File: src/hw/rtl/blsp_pkg.sv
// Shared constants and request codes for the Bresenham line stepper.
// No dependencies; every other file of the block refers to this package.
package blsp_pkg;

  // Default coordinate width and the fixed color width.
  localparam int COORD_BITS_DEF = 12;
  localparam int COLOR_BITS     = 32;

  // Extra bits on top of the coordinate width for the decision terms.
  localparam int TERM_EXTRA = 3;

  // Depth of the command queue between front and back.
  localparam int QUEUE_DEPTH = 2;

  // Request codes carried in req_type.
  localparam logic REQ_START = 1'b0;
  localparam logic REQ_STEP  = 1'b1;

endpackage

File: src/hw/rtl/blsp_ifs.sv
// Channel interfaces of the line stepper: request, command queue and pixel.
// Depends on blsp_pkg for the default widths.

// Request channel: start a line or ask for the next pixel.
interface blsp_req_if #(parameter int COORD_BITS = blsp_pkg::COORD_BITS_DEF);
  logic                              valid;
  logic                              ready;
  logic                              req_type;
  logic signed [COORD_BITS-1:0]      x_start;
  logic signed [COORD_BITS-1:0]      y_start;
  logic signed [COORD_BITS-1:0]      x_end;
  logic signed [COORD_BITS-1:0]      y_end;
  logic [blsp_pkg::COLOR_BITS-1:0]   line_color;

  modport source (output valid, req_type, x_start, y_start, x_end, y_end, line_color,
                  input ready);
  modport sink   (input valid, req_type, x_start, y_start, x_end, y_end, line_color,
                  output ready);
endinterface

// Pixel result channel.
interface blsp_pix_if #(parameter int COORD_BITS = blsp_pkg::COORD_BITS_DEF);
  logic                              valid;
  logic                              ready;
  logic signed [COORD_BITS-1:0]      pixel_x;
  logic signed [COORD_BITS-1:0]      pixel_y;
  logic [blsp_pkg::COLOR_BITS-1:0]   pixel_color;
  logic                              last_pixel;

  modport source (output valid, pixel_x, pixel_y, pixel_color, last_pixel, input ready);
  modport sink   (input valid, pixel_x, pixel_y, pixel_color, last_pixel, output ready);
endinterface

// Classified command from the front to the back, through the queue.
interface blsp_cmd_if #(parameter int COORD_BITS = blsp_pkg::COORD_BITS_DEF);
  localparam int TW = COORD_BITS + blsp_pkg::TERM_EXTRA;
  logic                              valid;
  logic                              ready;
  logic                              is_start;
  logic signed [COORD_BITS-1:0]      cur_x;
  logic signed [COORD_BITS-1:0]      cur_y;
  logic signed [COORD_BITS-1:0]      stop_x;
  logic signed [COORD_BITS-1:0]      stop_y;
  logic signed [TW-1:0]              term;
  logic signed [TW-1:0]              stay_inc;
  logic signed [TW-1:0]              step_inc;
  logic                              steep;
  logic                              down;
  logic [blsp_pkg::COLOR_BITS-1:0]   color;

  modport source (output valid, is_start, cur_x, cur_y, stop_x, stop_y, term, stay_inc,
                  step_inc, steep, down, color, input ready);
  modport sink   (input valid, is_start, cur_x, cur_y, stop_x, stop_y, term, stay_inc,
                  step_inc, steep, down, color, output ready);
endinterface

File: src/hw/rtl/blsp_front.sv
// Front of the line stepper: accepts request beats, orders the endpoints
// and sets up the Bresenham terms. Depends on blsp_pkg and blsp_ifs.
module blsp_front #(
  parameter int COORD_BITS = blsp_pkg::COORD_BITS_DEF
) (
  input  logic        clk,
  input  logic        rst_n,
  blsp_req_if.sink    req,
  blsp_cmd_if.source  cmd
);

  localparam int DW = COORD_BITS + 1;
  localparam int TW = COORD_BITS + blsp_pkg::TERM_EXTRA;

  logic                             s1_valid_r;
  logic                             s1_type_r;
  logic signed [COORD_BITS-1:0]     s1_x0_r, s1_y0_r, s1_x1_r, s1_y1_r;
  logic signed [DW-1:0]             s1_dx_r, s1_dy_r;
  logic [blsp_pkg::COLOR_BITS-1:0]  s1_color_r;

  logic                             req_take;
  logic                             swap;
  logic signed [COORD_BITS-1:0]     x_lo, y_lo, x_hi, y_hi;
  logic signed [DW-1:0]             ady;
  logic                             down, steep;
  logic signed [TW-1:0]             dx_t, ady_t, dx2, ady2;

  // The stage takes a new beat when it is empty or its beat moves on.
  assign req.ready = !s1_valid_r || cmd.ready;
  assign req_take  = req.valid && req.ready;

  // Order by X; on a tie the second endpoint becomes the start.
  always_comb begin
    swap = !(req.x_start < req.x_end);
    x_lo = swap ? req.x_end   : req.x_start;
    y_lo = swap ? req.y_end   : req.y_start;
    x_hi = swap ? req.x_start : req.x_end;
    y_hi = swap ? req.y_start : req.y_end;
  end

  // First stage register: ordered endpoints and raw deltas.
  always_ff @(posedge clk) begin
    if (!rst_n) begin
      s1_valid_r <= 1'b0;
    end else if (req_take) begin
      s1_valid_r <= 1'b1;
    end else if (cmd.ready) begin
      s1_valid_r <= 1'b0;
    end
    if (req_take) begin
      s1_type_r  <= req.req_type;
      s1_x0_r    <= x_lo;
      s1_y0_r    <= y_lo;
      s1_x1_r    <= x_hi;
      s1_y1_r    <= y_hi;
      s1_dx_r    <= DW'(x_hi) - DW'(x_lo);
      s1_dy_r    <= DW'(y_hi) - DW'(y_lo);
      s1_color_r <= req.line_color;
    end
  end

  // Direction, octant class and the decision terms.
  always_comb begin
    down  = s1_dy_r[DW-1];
    ady   = down ? -s1_dy_r : s1_dy_r;
    steep = !(s1_dx_r > ady);
    dx_t  = TW'(s1_dx_r);
    ady_t = TW'(ady);
    dx2   = {dx_t[TW-2:0], 1'b0};
    ady2  = {ady_t[TW-2:0], 1'b0};
  end

  assign cmd.valid    = s1_valid_r;
  assign cmd.is_start = (s1_type_r == blsp_pkg::REQ_START);
  assign cmd.cur_x    = s1_x0_r;
  assign cmd.cur_y    = s1_y0_r;
  assign cmd.stop_x   = s1_x1_r;
  assign cmd.stop_y   = s1_y1_r;
  assign cmd.term     = steep ? (ady_t - dx2) : (ady2 - dx_t);
  assign cmd.stay_inc = steep ? -dx2 : ady2;
  assign cmd.step_inc = ady2 - dx2;
  assign cmd.steep    = steep;
  assign cmd.down     = down;
  assign cmd.color    = s1_color_r;

endmodule

File: src/hw/rtl/blsp_queue.sv
// Short command queue between the front and the back of the line stepper.
// Depends on blsp_pkg and blsp_ifs.
module blsp_queue #(
  parameter int COORD_BITS = blsp_pkg::COORD_BITS_DEF
) (
  input  logic        clk,
  input  logic        rst_n,
  blsp_cmd_if.sink    enq,
  blsp_cmd_if.source  deq
);

  localparam int TW    = COORD_BITS + blsp_pkg::TERM_EXTRA;
  localparam int QW    = 1 + 4 * COORD_BITS + 3 * TW + 2 + blsp_pkg::COLOR_BITS;
  localparam int DEPTH = blsp_pkg::QUEUE_DEPTH;
  localparam int AW    = (DEPTH > 1) ? $clog2(DEPTH) : 1;
  localparam int CW    = $clog2(DEPTH + 1);

  logic [QW-1:0]  mem_r [DEPTH];
  logic [AW-1:0]  wr_ptr_r, rd_ptr_r;
  logic [CW-1:0]  count_r;
  logic           push, pop;
  logic [QW-1:0]  wr_data, rd_data;

  assign enq.ready = (count_r != CW'(DEPTH));
  assign deq.valid = (count_r != '0);
  assign push      = enq.valid && enq.ready;
  assign pop       = deq.valid && deq.ready;

  assign wr_data = {enq.is_start, enq.cur_x, enq.cur_y, enq.stop_x, enq.stop_y, enq.term,
                    enq.stay_inc, enq.step_inc, enq.steep, enq.down, enq.color};
  assign rd_data = mem_r[rd_ptr_r];
  assign {deq.is_start, deq.cur_x, deq.cur_y, deq.stop_x, deq.stop_y, deq.term,
          deq.stay_inc, deq.step_inc, deq.steep, deq.down, deq.color} = rd_data;

  // Pointers and fill count.
  always_ff @(posedge clk) begin
    if (!rst_n) begin
      wr_ptr_r <= '0;
      rd_ptr_r <= '0;
      count_r  <= '0;
    end else begin
      if (push) begin
        wr_ptr_r <= (wr_ptr_r == AW'(DEPTH - 1)) ? '0 : wr_ptr_r + AW'(1);
      end
      if (pop) begin
        rd_ptr_r <= (rd_ptr_r == AW'(DEPTH - 1)) ? '0 : rd_ptr_r + AW'(1);
      end
      if (push && !pop) begin
        count_r <= count_r + CW'(1);
      end else if (pop && !push) begin
        count_r <= count_r - CW'(1);
      end
    end
  end

  // Entry storage.
  always_ff @(posedge clk) begin
    if (push) begin
      mem_r[wr_ptr_r] <= wr_data;
    end
  end

`ifndef SYNTHESIS
  // The fill count never exceeds the depth.
  a_count_bound: assert property (@(posedge clk) disable iff (!rst_n)
    count_r <= CW'(DEPTH)) else $error("command queue count above depth");
  // With one entry and both sides moving, the count holds.
  a_count_flow: assert property (@(posedge clk) disable iff (!rst_n)
    (push && pop) |=> (count_r == $past(count_r))) else $error("queue count drifted");
`endif

endmodule

File: src/hw/rtl/blsp_back.sv
// Back of the line stepper: holds the line state, steps one pixel per step
// beat on an active line and drives the pixel output register. Depends on blsp_pkg, blsp_ifs.
module blsp_back #(
  parameter int COORD_BITS = blsp_pkg::COORD_BITS_DEF
) (
  input  logic        clk,
  input  logic        rst_n,
  blsp_cmd_if.sink    cmd,
  blsp_pix_if.source  pix
);

  localparam int TW = COORD_BITS + blsp_pkg::TERM_EXTRA;

  logic                             active_r;
  logic                             steep_r, down_r;
  logic signed [COORD_BITS-1:0]     cur_x_r, cur_y_r, stop_x_r, stop_y_r;
  logic signed [TW-1:0]             term_r, stay_r, step_r;
  logic [blsp_pkg::COLOR_BITS-1:0]  color_r;

  logic                             out_valid_r;
  logic signed [COORD_BITS-1:0]     pix_x_r, pix_y_r;
  logic [blsp_pkg::COLOR_BITS-1:0]  pix_color_r;
  logic                             pix_last_r;

  logic                             out_free, pop, pix_load, last, take_stay;
  logic                             move_x, move_y;
  logic signed [COORD_BITS-1:0]     cur_x_nxt, cur_y_nxt;
  logic signed [TW-1:0]             term_nxt;

  // A start beat or an idle step always drains; a live step needs the output slot.
  assign out_free  = !out_valid_r || pix.ready;
  assign cmd.ready = cmd.is_start || !active_r || out_free;
  assign pop       = cmd.valid && cmd.ready;
  assign pix_load  = pop && !cmd.is_start && active_r;

  // One Bresenham step on the held terms.
  always_comb begin
    last      = steep_r ? (cur_y_r == stop_y_r) : (cur_x_r == stop_x_r);
    take_stay = steep_r ? !term_r[TW-1] : term_r[TW-1];
    move_x    = !steep_r || !take_stay;
    move_y    = steep_r || !take_stay;
    cur_x_nxt = move_x ? cur_x_r + COORD_BITS'(1) : cur_x_r;
    if (!move_y) begin
      cur_y_nxt = cur_y_r;
    end else if (down_r) begin
      cur_y_nxt = cur_y_r - COORD_BITS'(1);
    end else begin
      cur_y_nxt = cur_y_r + COORD_BITS'(1);
    end
    term_nxt  = term_r + (take_stay ? stay_r : step_r);
  end

  // Line state.
  always_ff @(posedge clk) begin
    if (!rst_n) begin
      active_r <= 1'b0;
    end else if (pop && cmd.is_start) begin
      active_r <= 1'b1;
    end else if (pix_load && last) begin
      active_r <= 1'b0;
    end
    if (pop && cmd.is_start) begin
      cur_x_r  <= cmd.cur_x;
      cur_y_r  <= cmd.cur_y;
      stop_x_r <= cmd.stop_x;
      stop_y_r <= cmd.stop_y;
      term_r   <= cmd.term;
      stay_r   <= cmd.stay_inc;
      step_r   <= cmd.step_inc;
      steep_r  <= cmd.steep;
      down_r   <= cmd.down;
      color_r  <= cmd.color;
    end else if (pix_load && !last) begin
      cur_x_r  <= cur_x_nxt;
      cur_y_r  <= cur_y_nxt;
      term_r   <= term_nxt;
    end
  end

  // Pixel output register.
  always_ff @(posedge clk) begin
    if (!rst_n) begin
      out_valid_r <= 1'b0;
    end else if (pix_load) begin
      out_valid_r <= 1'b1;
    end else if (pix.ready) begin
      out_valid_r <= 1'b0;
    end
    if (pix_load) begin
      pix_x_r     <= cur_x_r;
      pix_y_r     <= cur_y_r;
      pix_color_r <= color_r;
      pix_last_r  <= last;
    end
  end

  assign pix.valid       = out_valid_r;
  assign pix.pixel_x     = pix_x_r;
  assign pix.pixel_y     = pix_y_r;
  assign pix.pixel_color = pix_color_r;
  assign pix.last_pixel  = pix_last_r;

`ifndef SYNTHESIS
  // A loaded start beat leaves a line active.
  a_start_active: assert property (@(posedge clk) disable iff (!rst_n)
    (pop && cmd.is_start) |=> active_r) else $error("start did not activate line");
  // The last pixel ends the line.
  a_last_idle: assert property (@(posedge clk) disable iff (!rst_n)
    (pix_load && last) |=> !active_r) else $error("line still active after last pixel");
  // Shallow lines advance X by one on every pixel before the last.
  a_shallow_x: assert property (@(posedge clk) disable iff (!rst_n)
    (pix_load && !last && !steep_r) |=> (cur_x_r == $past(cur_x_r) + COORD_BITS'(1)))
    else $error("shallow step did not advance X");
`endif

endmodule

File: src/hw/rtl/bresenham_line_stepper_top.sv
// Bresenham line stepper, top level: front, command queue and back.
// Depends on blsp_pkg, blsp_ifs, blsp_front, blsp_queue and blsp_back.
//
// A start beat (req_type 0) orders the two endpoints by X, sets up the
// Bresenham terms and gives no pixel; each step beat (req_type 1) gives the
// next pixel of the line with its color and a last flag, and a step with no
// line loaded gives nothing. The block takes one request beat per clock,
// start or step, while the command queue has room, and gives one pixel per
// clock while the output is taken, set by the single add and compare of the
// back's step on its held terms. A step beat passes through the front setup
// stage register and the two-entry command queue before the back loads its
// pixel into the output register. Front and back stall on their own, so the
// output may be held for any time while request beats keep filling the queue.
module bresenham_line_stepper_top #(
  parameter int COORD_BITS = blsp_pkg::COORD_BITS_DEF
) (
  input  logic        clk,
  input  logic        rst_n,
  blsp_req_if.sink    in_req,
  blsp_pix_if.source  out_pix
);

  blsp_cmd_if #(.COORD_BITS(COORD_BITS)) push_if ();
  blsp_cmd_if #(.COORD_BITS(COORD_BITS)) pop_if ();

  blsp_front #(.COORD_BITS(COORD_BITS)) u_front (
    .clk   (clk),
    .rst_n (rst_n),
    .req   (in_req),
    .cmd   (push_if)
  );

  blsp_queue #(.COORD_BITS(COORD_BITS)) u_queue (
    .clk   (clk),
    .rst_n (rst_n),
    .enq   (push_if),
    .deq   (pop_if)
  );

  blsp_back #(.COORD_BITS(COORD_BITS)) u_back (
    .clk   (clk),
    .rst_n (rst_n),
    .cmd   (pop_if),
    .pix   (out_pix)
  );

endmodule

File: src/flat_wrapper.sv
// flat-port wrapper written by rule: the top's interface ports become plain ports
module bresenham_line_stepper_top_flat 
#(
  parameter int COORD_BITS = blsp_pkg::COORD_BITS_DEF
)
  (clk, rst_n, in_req_valid, in_req_req_type, in_req_x_start, in_req_y_start, in_req_x_end, in_req_y_end, in_req_line_color, in_req_ready, out_pix_valid, out_pix_pixel_x, out_pix_pixel_y, out_pix_pixel_color, out_pix_last_pixel, out_pix_ready);
  blsp_req_if #(.COORD_BITS(COORD_BITS)) in_req_i ();
  blsp_pix_if #(.COORD_BITS(COORD_BITS)) out_pix_i ();
  input  logic clk;
  input  logic rst_n;
  input wire logic [$bits(in_req_i.valid)-1:0] in_req_valid;
  input wire logic [$bits(in_req_i.req_type)-1:0] in_req_req_type;
  input wire logic [$bits(in_req_i.x_start)-1:0] in_req_x_start;
  input wire logic [$bits(in_req_i.y_start)-1:0] in_req_y_start;
  input wire logic [$bits(in_req_i.x_end)-1:0] in_req_x_end;
  input wire logic [$bits(in_req_i.y_end)-1:0] in_req_y_end;
  input wire logic [$bits(in_req_i.line_color)-1:0] in_req_line_color;
  output wire logic [$bits(in_req_i.ready)-1:0] in_req_ready;
  output wire logic [$bits(out_pix_i.valid)-1:0] out_pix_valid;
  output wire logic [$bits(out_pix_i.pixel_x)-1:0] out_pix_pixel_x;
  output wire logic [$bits(out_pix_i.pixel_y)-1:0] out_pix_pixel_y;
  output wire logic [$bits(out_pix_i.pixel_color)-1:0] out_pix_pixel_color;
  output wire logic [$bits(out_pix_i.last_pixel)-1:0] out_pix_last_pixel;
  input wire logic [$bits(out_pix_i.ready)-1:0] out_pix_ready;
  assign in_req_i.valid = in_req_valid;
  assign in_req_i.req_type = in_req_req_type;
  assign in_req_i.x_start = in_req_x_start;
  assign in_req_i.y_start = in_req_y_start;
  assign in_req_i.x_end = in_req_x_end;
  assign in_req_i.y_end = in_req_y_end;
  assign in_req_i.line_color = in_req_line_color;
  assign in_req_ready = in_req_i.ready;
  assign out_pix_valid = out_pix_i.valid;
  assign out_pix_pixel_x = out_pix_i.pixel_x;
  assign out_pix_pixel_y = out_pix_i.pixel_y;
  assign out_pix_pixel_color = out_pix_i.pixel_color;
  assign out_pix_last_pixel = out_pix_i.last_pixel;
  assign out_pix_i.ready = out_pix_ready;
  bresenham_line_stepper_top #(.COORD_BITS(COORD_BITS)) u_core (.clk(clk), .rst_n(rst_n), .in_req(in_req_i), .out_pix(out_pix_i));
endmodule
File: config.mk
export PLATFORM = sky130hd
export DESIGN_NAME = bresenham_line_stepper_top_flat
export DESIGN_NICKNAME = d
export VERILOG_FILES = /design/src/hw/rtl/blsp_pkg.sv /design/src/hw/rtl/blsp_ifs.sv /design/src/hw/rtl/blsp_front.sv /design/src/hw/rtl/blsp_queue.sv /design/src/hw/rtl/blsp_back.sv /design/src/hw/rtl/bresenham_line_stepper_top.sv /design/src/flat_wrapper.sv
export SDC_FILE = /design/constraint.sdc
export NUM_CORES = 1
export LEC_CHECK = 0
export ABC_AREA = 1
export BUFFER_PORTS_ARGS = -buffer_cell sky130_fd_sc_hd__buf_2
export CAP_MARGIN = 20
export CORE_MARGIN = 2
export CORE_UTILIZATION = 34
export CTS_CLUSTER_SIZE = 24
export DETAILED_ROUTE_END_ITERATION = 16
export GPL_ROUTABILITY_DRIVEN = 0
export SYNTH_ARGS = -nofsm -noshare
export SYNTH_HDL_FRONTEND = slang
export SYNTH_HIERARCHICAL = 1
export SYNTH_SLANG_ARGS = --single-unit
File: constraint.sdc
create_clock -name clk -period 11.1 [get_ports clk]
set_input_delay 0.555 -clock clk [delete_from_list [all_inputs] [get_ports clk]]
set_output_delay 0.555 -clock clk [all_outputs]
set_load 0.01 [all_outputs]
* After elaboration in Yosys (flattened, before gate mapping)
Memory sizes are Yosys's and may differ from the RTL's. A register that Yosys moved wholly into a read port is not among the register bits.
Cells that the tools add are included.
** Storage, ports and cells
- Bits in registers :: 298
- Latch bits :: 0
- RAM bits :: 256
- ROM bits :: 0
- Bits of input ports :: 85
- Output and inout port bits :: 59
- Logic and storage cells :: 120
- Memories kept :: 1
** Operators by class
- $add $sub $neg :: 15
- $mul :: 0
- Divide/modulo/power cells :: 0
- Magnitude comparators :: 2
- Equal/unequal tests :: 3
- Shift-type cells :: 0
- Mux-type cells :: 33
- Bitwise logic cells :: 1
- Reduce and logical (&&, ||, !) cells :: 37
** Memory list
- u_core.u_queue.mem_r :: depth 2, width 128, read ports 1, clocked after memory_dff 1, write ports 1, RTL line blsp_queue.sv:18 : logic [QW-1:0] mem_r [DEPTH];
** Operators with widths (number)
- 2-to-1 mux 12 bit :: 11
- 2-to-1 mux 15 bit :: 5
- subtractor 12 x 12 -> 13 bit :: 2
- adder 12 x 2 -> 12 bit (second input constant) :: 2
- equality test 12 bit :: 2
- nonzero test 2 bit :: 8
- adder 15 bit :: 1
- negation 14 -> 15 bit :: 1
- subtractor 13 x 14 -> 15 bit :: 1
- subtractor 14 x 13 -> 15 bit :: 1
- subtractor 14 x 14 -> 15 bit :: 1
- 2-to-1 mux 1 bit :: 14
- greater-than comparator 13 bit :: 1
- 2-to-1 mux 13 bit :: 1
- negation 13 bit :: 1
- less-than comparator 12 bit :: 1
- subtractor 12 x 2 -> 12 bit (second input constant) :: 1
- logical NOT 1 bit :: 11
- logical AND 1 bit :: 10
- logical OR 1 bit :: 6
- 2-to-1 mux 2 bit :: 2
- AND reduction 2 bit :: 2
- adder 1 bit (second input constant) :: 2
- adder 2 x 1 -> 2 bit (second input constant) :: 1
- other kinds (3) :: 3

* Longest topological paths before layout
Gate-level depths: netlist of run 1.
- Word-level depth :: 9
- Gate-level depth with buffers :: 26
- Depth with buffers taken out :: 24

* Cells and area by module
The synthesis of run 1 kept the hierarchy.
** Modules (own cells, without submodules)
- blsp_queue :: instances 1, cells each 435, area an instance 9546.7 um^2, seq. area each 7787.5 um^2
- blsp_front :: instances 1, cells each 1081, area an instance 8648.3 um^2, seq. area each 3233.1 um^2
- blsp_back :: instances 1, cells each 704, area an instance 8265.4 um^2, seq. area each 5565.3 um^2

* Worst setup path before layout of run 1
Ideal clock, no wire load.
- Path type :: register to register
- Start point :: register u_core.u_queue.count_r[0]
- End point :: memory u_core/u_queue/mem_r[0][0] (netlist bit), enable pin
- Library setup time :: 616 ps
- Arrival time :: 5884 ps
- Required time :: 10484 ps
- Slack :: 4599 ps
- Cell stages (with the launch flop) :: 5
- Buffers on the path :: 0
- Period minus slack after synthesis :: 6501 ps
- Cells stage by stage :: dfxtp_1 inv_1 nand2_1 nand2_1 nor2_1
** Between the ends
- Word-level cells in the longest chain between the ends :: 4
** RTL lines
- start, declared :: RTL line blsp_queue.sv:20 : logic [CW-1:0] count_r;
- start signal, assigned :: RTL line blsp_queue.sv:49 : count_r <= count_r + CW'(1);
- start signal, assigned :: RTL line blsp_queue.sv:51 : count_r <= count_r - CW'(1);
- != test 2 bit :: RTL line blsp_queue.sv:24 : assign enq.ready = (count_r != CW'(DEPTH));
- via u_core.push_if.ready :: RTL line blsp_ifs.sv:38 : logic ready;
- logical AND 1 bit :: RTL line blsp_queue.sv:26 : assign push = enq.valid && enq.ready;
- 2-to-1 mux 1 bit :: RTL line blsp_queue.sv:58 : if (push) begin
- 2-to-1 mux 1 bit (not written as such) :: RTL line blsp_queue.sv:59 : mem_r[wr_ptr_r] <= wr_data;
- end, declared :: RTL line blsp_queue.sv:18
The timed path passes the listed nets, and every way through them passes these cells.

* Worst setup path after layout of run 1
- Start point :: register u_core.u_front.s1_dy_r[0]
- End point :: memory u_core/u_queue/mem_r[1][66] (netlist bit) (data pin)
** Between the ends
- Word-level cells in the longest chain between the ends :: 4
- Elaborated cells between the ends (all ways) :: 6
** RTL lines
- start, declared :: RTL line blsp_front.sv:18 : logic signed [DW-1:0] s1_dx_r, s1_dy_r;
- start signal, assigned :: RTL line blsp_front.sv:57 : s1_dy_r <= DW'(y_hi) - DW'(y_lo);
- negation 13 bit :: RTL line blsp_front.sv:65 : ady = down ? -s1_dy_r : s1_dy_r;
- 2-to-1 mux 13 bit (*) :: RTL line blsp_front.sv:65
- subtractor 13 x 14 -> 15 bit, or another cell as far along :: RTL line blsp_front.sv:79 : assign cmd.term = steep ? (ady_t - dx2) : (ady2 - dx_t);
- 2-to-1 mux 15 bit (*) :: RTL line blsp_front.sv:79
- via u_core.push_if.term[2] :: RTL line blsp_ifs.sv:44 : logic signed [TW-1:0] term;
The timed path passes the listed nets; every way through them passes the cells marked *.

==> summary.txt, run 1 <==
Routing
  – Via count: about 17,000
  – First-pass DRT Iterations: 6
  – Antenna-violating nets left: 0
  – Routed wire per std cell: between 15 and 20 um
  – DRC: 0
  – WL final: 59,100 um
  – DR vias/cell: around 4.8
  – Detailed Route Iter0 Violations: approximately 1,500

CTS
  – Worst-skew pair later-pin latency: around 0.63 ns
  – TritonCTS clock tree: yes
  – # Post-CTS Setup Buffers: 0
  – PostCTS Resize Cnt: 0
  – # H-tree levels: 2
  – CTS sink cnt: about 560
  – CTS Root Cell: clkbuf_16
  – Cts hold-fix bufs: 0
  – Clk buf depth: 3
  – CTS buffer count: 58
  – Clock Pin Slew Worst Setup and Hold Paths: around 0.060 ns

Run
  – MaxCap Viol Count: 0

Placement
  – Placed Cells: ~3,400
  – Port-buffer cells: 143
  – Final HPWL DP: between 40,000 and 50,000 um

Cells and area
  – Post-Layout Cell Count: ~3,500
  – Syn-to-layout area delta: 13.9%
  – Share of layout cells above drive strength 1: approximately a fifth
  – Most frequent cells in the layout: edfxtp_1, nand2_1, inv_1
  – Storage element area: ~17,000 um^2
  – Commonest non-fill, non-tap cell in the layout: edfxtp_1
  – Final nets: approximately 2,600
  – Area of the multi-input gates: about 8500 um^2
  – Fillers: 7,284

Yosys
  – Synth Cell Area: roughly 26,000 um^2
  – Number of flops mapped to enable cells by yosys: about 550
  – Register area share after synthesis: between 60% and 70%
  – Synth warn: 6
  – Top_reg_cell synth: edfxtp_1
  – Flops & latches, synth: 555
  – Fraction of registers with async set/reset: 0%
  – Syn_area_per_cell: about 12 um^2
  – Cells after synthesis: 2,220
  – Post-synth cell types: 52

Floorplan
  – Starting Density: 34.3%
  – I/O Pins: ~140
  – Core footprint: roughly 77,000 um^2
  – Core Rows: 102
  – Die Footprint: between 80,000 and 90,000 um^2
  – Die Span Y: 283 um
  – Chip Width: 283 um

STA
  – Fin crit share: a little under half
  – Max Clock Skew: roughly 0.035 ns
  – Setup TNS: 0 ns
  – Tmin final: ~5.1 ns
  – Fmax: between 150 and 200 MHz
  – RSZ-0062 raised after global routing: no
  – Fin. max-slew vios: 0
  – # setup viols final: 0
  – Slew @ Worst Pin: just over 1 ns
  – Final hold slack: 0.106 ns
  – Slew HR: approximately 31%
  – Final Hold Viols: 0

Setup path
  – CP Class: flip-flop to flip-flop
  – Worst Path Required: ~11 ns
  – CP max stage cell: nor4_1
  – Startpoint types: flip-flop
  – Crit-path cells: inv_1 > ha_1 > inv_1 > nor2_1 > inv_1 > nor2_1 > inv_1 > nor3_1 > nand3_1 > nor4_1 > ha_1 > nand2_1 > nor2_1 > nand2_1 > o211ai_1 > a41oi_1 > nand2_1 > o211ai_1 > nand2_1 > buf_4 > inv_1 > o21ai_0
  – Worst Path Max Fanout: 28
  – Bufs and invs on worst path: 6
  – CP Data Arrival Time: 5.47 ns
  – Crit path capture type: flip-flop
  – Worst path max stage delay: about 0.60 ns
  – Cell repeated most along the worst path: inv_1
  – Crit path max-delay family: simple AND/OR/NAND/NOR gates

Power
  – Reg power frac: about two fifths
  – Leakage: between 10 and 15 nW
  – Clk network pwr share: between 20% and 30%
  – Comb power frac: 36.0%
  – NetSw: 2.87 mW
  – Int Power: 5.18 mW
  – Sw Ratio: between 30% and 40%
  – VDD IR max: 0.126 mV
  – Pwr/cell area: ~270 nW/um^2

GRT
  – First-pass GRT wire length: 93,600 um
  – Initial antenna violation count: 4
  – Grt ovf: 0
  – Largest net degree at the start of global routing: just under 80
  – Gr usage total: 14.7%
  – Vias in the first global route: approximately 17,000

Outcome
  – Run status: finished clean

Hold path
  – HP Class: primary input to flip-flop
## routing by layer
layer,global-route usage [%],vias up,wire [um],part of all wire [%]
li1,-,7988,-,-
met1,19.8,7942,26600,45
met2,23.7,526,27500,46
met3,2.06,114,3120,5.3
met4,6.22,0,1970,3.3
met5,0,-,0,0
## final cells by class
| cell class | instances | area share [%] |
|---|---|---|
| Multi-Input combinational cell | 1347 | 28.1 |
| Antenna cell | 4 | 0.0332 |
| Sequential cell | 555 | 55.1 |
| Inverter | 271 | 3.38 |
| Tap cell | 1040 | 4.32 |
| Clock buffer | 76 | 5.28 |
| Timing Repair Buffer | 160 | 2.88 |
| Clock inverter | 32 | 0.968 |
## state kept, by name (all words and copies together), names as in the netlist, 13 cells and up, named ones only
| register | cells |
|---|---|
| u_core/u_back/color_r | 32 |
| u_core/u_back/pix.pixel_color | 32 |
| u_core/u_back/stay_r | 15 |
| u_core/u_back/step_r | 15 |
| u_core/u_back/term_r | 15 |
| u_core/u_front/cmd.color | 32 |
| u_core/u_front/s1_dx_r | 13 |
| u_core/u_front/s1_dy_r | 13 |
| u_core/u_queue/mem_r | 256 |
## cells by family (layout without fill, tap and decap cells)
| family | Yosys count | after routing | share of synthesized area [%] |
|---|---|---|---|
| compound gates | 191 | 191 | 3.95 |
| mux | 142 | 142 | 6.04 |
| other cells | 1 | 6 | 0.0142 |
| buf+inv | 319 | 539 | 5.47 |
| flops | 555 | 555 | 62.7 |
| xor+xnor | 95 | 95 | 3.14 |
| simple gates | 815 | 815 | 13.7 |
| fa+ha+maj | 102 | 102 | 4.97 |
## power groups by stage
stage / registers, mW / clock network, mW / logic (mW)
floorplan: 3.22 / 0 / 2.18
global placement: 3.29 / 0 / 2.81
detailed placement: 3.30 / 0 / 2.87
CTS: 3.26 / 1.96 / 2.89
global route: 3.30 / 2.04 / 3.25
finish: 3.25 / 1.90 / 2.89
## path summary, 6_finish.rpt
path | slack [ns] | depth (start not counted) | start | endpoint
worst max-delay path | 5.96 | 22 | u_core/u_front/s1_dy_r[0] | u_core/u_queue/mem_r[1][66]
worst min-delay path | 0.11 | 1 | in_req_line_color[23] | u_core/u_front/cmd.color[23]
worst max register to register | 5.96 | 22 | u_core/u_front/s1_dy_r[0] | u_core/u_queue/mem_r[1][66]
worst min register to register | 0.41 | 0 | u_core/u_back/color_r[15] | u_core/u_back/pix.pixel_color[15]
## cell usage after synthesis, types with 12 or more instances
master,instances,share of area [%]
edfxtp_1,547,62
nand2_1,494,7.0
inv_1,261,3.7
mux2_2,142,6.0
nand3_1,103,1.9
ha_1,97,4.6
nor2_1,96,1.4
o21ai_0,76,1.4
xor2_1,74,2.4
a21oi_1,70,1.3
nand2_2,29,0.69
nand3_2,24,0.91
xnor2_1,21,0.70
nor3_1,20,0.38
nand4_1,14,0.33
buf_6,12,0.51
## worst register-to-register path, cell delays in order (launching register included)
cell and delay (ns):
edfxtp_1 0.46, inv_1 0.16, ha_1 0.16, inv_1 0.05
nor2_1 0.08, inv_1 0.06, nor2_1 0.09, inv_1 0.06
nor3_1 0.21, nand3_1 0.15, nor4_1 0.60, ha_1 0.49
nand2_1 0.18, nor2_1 0.09, nand2_1 0.07, o211ai_1 0.08
a41oi_1 0.23, nand2_1 0.08, o211ai_1 0.08, nand2_1 0.54
buf_4 0.44, inv_1 0.33, o21ai_0 0.17
## through the flow
stage / worst slack [ns] / util [%] / total power, mW / area [um^2]
floorplan: 4.60 / - / 5.40 / 26500
global placement: 6.15 / 36.5 / 6.10 / 28200
detailed placement: 6.05 / 36.5 / 6.17 / 28200
CTS: 6.02 / 39.0 / 8.11 / 30100
global route: 5.34 / 39.0 / 8.59 / 30100
finish: 5.96 / 39.0 / 8.05 / 30100
No activity file was read; power rests on OpenSTA's default activity.
==> run 2: changes to the inputs <==
- ABC_AREA: 1 -> 0
- clock period: 11.1 -> 4.25 ns (I/O delays scaled with it)
==> run 2 against run 1 <==
  * Final cell count is 11% lower
  * Power is 140% higher
  * Global-route usage is 0.31 points lower
  * Clock-buffer cell count is 7 lower
  * Register-to-register slack worse by 5.8 ns
  * Sequential power is 150% higher
  * Combinational power is 130% higher
  * Sequential share of layout area is 0.36 points lower
  * Clock skew is 0.018 ns higher
  * Worst setup slack worse by 5.8 ns
  * Critical path type unchanged
==> summary.txt, run 2 <==
Outcome
  – Run status: finished clean

STA
  – Max Clock Skew: roughly 0.054 ns
  – Fmax: 245 MHz
  – Tmin final: 4.08 ns
  – # setup viols final: 0
  – Fin crit share: approximately 96%
  – Final hold slack: between 0.04 and 0.05 ns
  – RSZ-0062 raised after global routing: no
  – Slew @ Worst Pin: approximately 0.9 ns
  – Fin. max-slew vios: 0
  – Slew HR: approximately 40%
  – Final Hold Viols: 0

CTS
  – # H-tree levels: 2
  – Worst-skew pair later-pin latency: roughly 0.65 ns
  – Clk buf depth: 3
  – CTS buffer count: 59
  – Clock Pin Slew Worst Setup and Hold Paths: approximately 0.060 ns
  – CTS Root Cell: clkbuf_16
  – CTS sink cnt: between 500 and 600
  – TritonCTS clock tree: yes

Yosys
  – Largest family of logic cells by synthesized area: compound AO/OA/AOI/OAI gates
  – Fraction of registers with async set/reset: 0%
  – Post-synth top area cell: edfxtp_1
  – Top-area cell type share of the netlist area: approximately 64%
  – Top post-synthesis cells by area: edfxtp_1, mux2_2, ha_1
  – Post-synthesis simple-gate area fraction: roughly 7.4%
  – Synth Area in Adders: ~5.7%
  – Syn_area_per_cell: 14.1 um^2
  – Top_reg_cell synth: edfxtp_1
  – Register area share after synthesis: between 60 and 70%
  – Post-synth cell types: 87
  – Flops & latches, synth: between 500 and 600
  – Synth warn: 6
  – Post-synthesis compound-gate area fraction: 8.37%
  – Xor/xnor share of the synthesized area: 4.32%
  – Most frequent cell after synthesis: edfxtp_1
  – Mux share of post-synthesis cell area: 6.67%
  – Synth cell count leaders: edfxtp_1, nand2_1, mux2_2
  – Synth Cell Area: ~26,000 um^2
  – Number of flops mapped to enable cells by yosys: 547
  – Cells after synthesis: roughly 1,800

Setup path
  – CP Data Arrival Time: 4.50 ns
  – Crit path capture type: flip-flop
  – Worst path max stage delay: 0.56 ns
  – CP max stage cell: or4_1
  – Bufs and invs on worst path: 3
  – Worst Path Required: about 4.7 ns
  – Worst Path Max Fanout: 6
  – Crit-path cells: or4_1 > or3_1 > o31ai_1 > xor2_1 > inv_1 > ha_4 > nand4_1 > o41ai_2 > o21ai_1 > o31ai_4 > buf_4 > inv_2 > or3_1 > o31ai_1
  – Crit path max-delay family: simple AND/OR/NAND/NOR gates
  – Startpoint types: flip-flop
  – CP Class: flip-flop to flip-flop

Power
  – Comb power frac: roughly a third
  – Pwr/cell area: 650 nW/um^2
  – Int Power: roughly 13 mW
  – Sw Ratio: roughly a third
  – NetSw: approximately 6.4 mW
  – Reg power frac: ~41%
  – Leakage: approximately 11 nW
  – VDD IR max: a little under 0.4 mV
  – Clk network pwr share: 25.7%

Cells and area
  – Most frequent cells in the layout: edfxtp_1, nand2_1, mux2_2
  – Share of layout cells above drive strength 1: between 20% and 30%
  – Post-route cell area: approximately 30,000 um^2
  – Largest register FFs: approximately 260
  – Reg with most FFs: u_core/u_queue/mem_r
  – Commonest non-fill, non-tap cell in the layout: edfxtp_1
  – Final nets: 2,269
  – Post-Layout Cell Count: around 3,100
  – Syn-to-layout area delta: 18.8%

Routing
  – First-pass DRT Iterations: 6
  – DR vias/cell: just under 5
  – DRC: 0
  – Routed wire per std cell: between 15 and 20 um
  – Via count: approximately 15,000
  – Detailed Route Iter0 Violations: 1,026
  – Antenna-violating nets left: 0
  – WL final: roughly 56,000 um

GRT
  – Grt ovf: 0
  – Vias in the first global route: around 15,000
  – Initial antenna violation count: 5
  – Gr usage total: between 10% and 20%
  – Largest net degree at the start of global routing: between 100 and 150
  – First-pass GRT wire length: a little under 90,000 um

Floorplan
  – Starting Density: 34.3%
  – I/O Pins: approximately 140
  – Die Span Y: about 280 um
  – Die Footprint: roughly 77,000 um^2
  – Chip Width: approximately 280 um
  – Core footprint: 74,300 um^2
  – Core Rows: 100

Run
  – MaxCap Viol Count: 0

Placement
  – Area post-placement: approximately 28,000 um^2
  – Final HPWL DP: a little under 40,000 um
  – Placed Cells: roughly 2,900
  – Port-buffer cells: between 100 and 150

Hold path
  – HP Class: primary input to flip-flop
## run 2: kinds of logic after synthesis
group,Yosys count
other,1
muxes,152
xor gates and xnor gates,126
DFF,555
AOI/OAI and AO/OA,331
and+or+nand+nor,390
buffers and inverters,141
adders and majority gates,115
## run 2: worst paths after layout
check	from	end	slack (ns)	depth (start not counted)
hold reg to reg	u_core/u_back/color_r[31]	u_core/u_back/pix.pixel_color[31]	0.42	0
hold / removal	in_req_y_end[10]	u_core/u_front/cmd.cur_y[10]	0.04	3
setup reg to reg	u_core/u_front/s1_dy_r[6]	u_core/u_queue/mem_r[1][74]	0.17	14
setup / recovery	u_core/u_front/s1_dy_r[6]	u_core/u_queue/mem_r[1][74]	0.17	14
## run 2: layout make-up
type                    count  area, um^2
clock buffers              69        1540
flip-flops and latches    555       16600
fillers                  6840       44000
inverters                  84         320
multi-input cells        1116        8370
clock inverters            36         393
repair buffers            266        1890
diodes                      2        5.00
well taps                 969        1210
## run 2: what timing repair did
item	4_1_cts	5_1_grt
hold buffers	77	0
gates resized for setup	1	9
endpoints found under the hold margin	76	0
setup endpoints to repair	6	55
buffers inserted	0	7
pin swaps	0	6
## run 2: tightest hold or removal path, cell delays in order
cell	delay, ns
buf_2	0.14
nand2_1	0.06
nand2_1	0.14
## run 2: per-layer routing
metal	global-route usage [%]	share of wire [%]	vias to the layer above
met3	2.38	4.6	129
met1	19.3	45	7394
met4	5.42	3.4	6
met5	0	0.073	-
li1	-	-	7314
met2	23.4	47	409
## run 2: through the flow
step	TNS [ns]	setup slack, ns	power (mW)	util (%)
after floorplan	0	0.212	12.9	-
after global placement	0	0.227	14.4	37.0
after detailed placement	-0.0776	-0.0205	14.6	37.0
after CTS	0	0.0229	19.8	40.7
after global routing	0	0.00222	20.9	40.8
final	0	0.168	19.7	40.8
## run 2: power groups by stage
stage / Clock, mW / Combinational, mW / Sequential, mW
3_3_place_gp: 0 / 6.30 / 8.14
6_report: 5.07 / 6.57 / 8.06
2_1_floorplan: 0 / 4.81 / 8.08
5_1_grt: 5.41 / 7.30 / 8.17
4_1_cts: 5.19 / 6.56 / 8.07
3_5_place_dp: 0 / 6.43 / 8.19
==> run 3: changes to the inputs <==
- ABC_AREA: 0 -> 1
- RECOVER_POWER: unset -> 25
==> run 3 against run 2 <==
  * Power is 7.1% higher
  * Final cell count up 15%
  * Largest cell class unchanged
  * Critical endpoint is now u_core/u_queue/mem_r[0][75]
  * Worst setup slack better by 0.22 ns
  * Design area rose by 1.5%
  * Utilization is 0.94 points lower
  * Hold slack got worse by 0.0025 ns
  * Critical path depth increased by 3
  * Clock power down 3%
==> summary.txt, run 3 (synthesis results as in run 1) <==
Cells and area
  – Syn-to-layout area delta: 16.3%
  – Post-route cell area: approximately 31,000 um^2
  – Area of the multi-input gates: 8470 um^2
  – Storage element area: about 17,000 um^2
  – Largest register FFs: approximately 260
  – Final Util: between 30% and 40%
  – Post-Layout Cell Count: between 3,000 and 4,000
  – Reg with most FFs: u_core/u_queue/mem_r
  – Final nets: between 2,000 and 3,000
  – Share of layout cells above drive strength 1: between 10% and 20%
  – Most frequent cells in the layout: edfxtp_1, nand2_1, inv_1
  – Fillers: ~7,300
  – Commonest non-fill, non-tap cell in the layout: edfxtp_1

Setup path
  – Worst reg2reg setup slack: slightly below 0.4 ns
  – Startpoint types: flip-flop
  – Worst Path Max Fanout: 12
  – Crit path capture type: flip-flop
  – CP Data Arrival Time: approximately 4.2 ns
  – CP max stage cell: xor2_1
  – Worst Path Required: approximately 4.6 ns
  – CP Class: flip-flop to flip-flop
  – Crit-path cells: nor3_1 > nand3_1 > o21ai_0 > nand2_1 > xor2_1 > ha_1 > nand2_1 > nor2_1 > nand2_1 > o211ai_1 > a41oi_1 > nand2_1 > o211ai_1 > nand2_2 > buf_4 > nand2_1 > o21ai_0
  – Cell repeated most along the worst path: nand2_1
  – Worst path max stage delay: around 0.53 ns

GRT
  – Gr usage total: between 10% and 20%
  – Largest net degree at the start of global routing: around 140
  – Met3 Use GR: 2.68%
  – Grt met1 use: roughly a fifth
  – First-pass GRT wire length: a little over 90,000 um
  – Global route hottest layer: met2
  – Grt ovf: 0
  – GR Util met2: a little under a quarter
  – Initial antenna violation count: 4
  – Vias in the first global route: 16,500

CTS
  – Worst-skew pair later-pin latency: slightly above 0.6 ns
  – # H-tree levels: 2
  – Clk buf depth: 3
  – CTS sink cnt: about 560
  – CTS buffer count: 56
  – CTS Root Cell: clkbuf_16
  – TritonCTS clock tree: yes
  – Clock Pin Slew Worst Setup and Hold Paths: 0.06 ns

STA
  – Max Clock Skew: around 0.012 ns
  – Setup TNS: 0 ns
  – Fin. max-slew vios: 0
  – Final hold slack: 0.0394 ns
  – RSZ-0062 raised after global routing: no
  – # setup viols final: 0
  – Tmin final: slightly below 4 ns
  – Fin crit share: between 90% and 100%
  – Fmax: around 260 MHz
  – Slew HR: between 30% and 40%
  – Setup ws final: 0.386 ns
  – Slew @ Worst Pin: roughly 0.90 ns
  – Final Hold Viols: 0

Placement
  – Port-buffer cells: 143
  – Final HPWL DP: around 42,000 um
  – Area post-placement: around 28,000 um^2
  – Placed Cells: roughly 3,400
  – Pre-CTS setup slack: 0.261 ns

Power
  – Sw Ratio: about 35%
  – VDD IR max: about 0.35 mV
  – Pwr/cell area: roughly 700 nW/um^2
  – Int Power: about 14 mW
  – Reg power frac: between 40% and 50%
  – Comb power frac: a little over a third
  – Leakage: approximately 12 nW
  – NetSw: approximately 7.5 mW
  – Clk network pwr share: approximately 23%
  – Total power: around 21 mW

Floorplan
  – Chip Width: about 280 um
  – Core Rows: roughly 100
  – I/O Pins: 144
  – Core footprint: a little under 80,000 um^2
  – Starting Density: roughly 34%
  – Die Span Y: between 200 and 300 um
  – Die Footprint: 80,100 um^2

Routing
  – Routed wire per std cell: ~17 um
  – WL final: ~60,000 um
  – First-pass DRT Iterations: 5
  – DRC: 0
  – Antenna-violating nets left: 0
  – DR vias/cell: 4.72
  – Detailed Route Iter0 Violations: around 1,300
  – Via count: ~17,000

Run
  – MaxCap Viol Count: 0

Hold path
  – HP Class: primary input to flip-flop

Outcome
  – Run status: finished clean
## run 3: critical path: cells and delay by family, from the launching register on
kind | cells | cell delay (ns)
buffers and inverters | 1 | 0.22
xor gates and xnor gates | 1 | 0.53
adders and majority gates | 1 | 0.44
and+or+nand+nor | 9 | 1.09
DFF | 1 | 0.42
AOI/OAI and AO/OA | 5 | 0.87
## run 3: timing repair
action                     4_1_cts  5_1_grt
setup endpoints to repair        0       50
buffers inserted                 0        1
hold buffers                    62        0
gates resized for setup          0        8
hold endpoints to repair        57        0
## run 3: cell type report
cell class | instances | share of cell area (%)
diodes | 3 | 0.0244
clock buffers | 66 | 4.67
clock inverters | 33 | 1.24
inverters | 271 | 3.32
multi-input cells | 1347 | 27.5
flip-flops and latches | 555 | 53.9
well taps | 1040 | 4.23
repair buffers | 239 | 5.09
repair inverters | 1 | 0.0244
## run 3: routing by layer
layer / wire (um) / up-vias / part of all wire [%]
met5: 0 / - / 0
met1: 26700 / 8012 / 45
met3: 3620 / 113 / 6.1
li1: - / 8138 / -
met2: 27100 / 505 / 46
met4: 1890 / 0 / 3.2
## run 3: power by group through the flow
stage	logic (mW)	registers (mW)	clock network [mW]
after floorplan	5.70	8.37	0
after global placement	7.40	8.58	0
after detailed placement	7.55	8.62	0
after CTS	7.66	8.52	5.03
after global routing	8.66	8.61	5.25
final	7.70	8.50	4.90
## run 3: final timing paths
| path | to | from | cells past startpoint |
|---|---|---|---|
| hold reg to reg | u_core/u_back/pix.pixel_color[9] | u_core/u_back/color_r[9] | 0 |
| hold / removal | u_core/u_front/cmd.cur_x[4] | in_req_x_end[4] | 5 |
| setup reg to reg | u_core/u_queue/mem_r[0][75] | u_core/u_front/s1_dy_r[2] | 17 |
| setup / recovery | u_core/u_queue/mem_r[0][75] | u_core/u_front/s1_dy_r[2] | 17 |
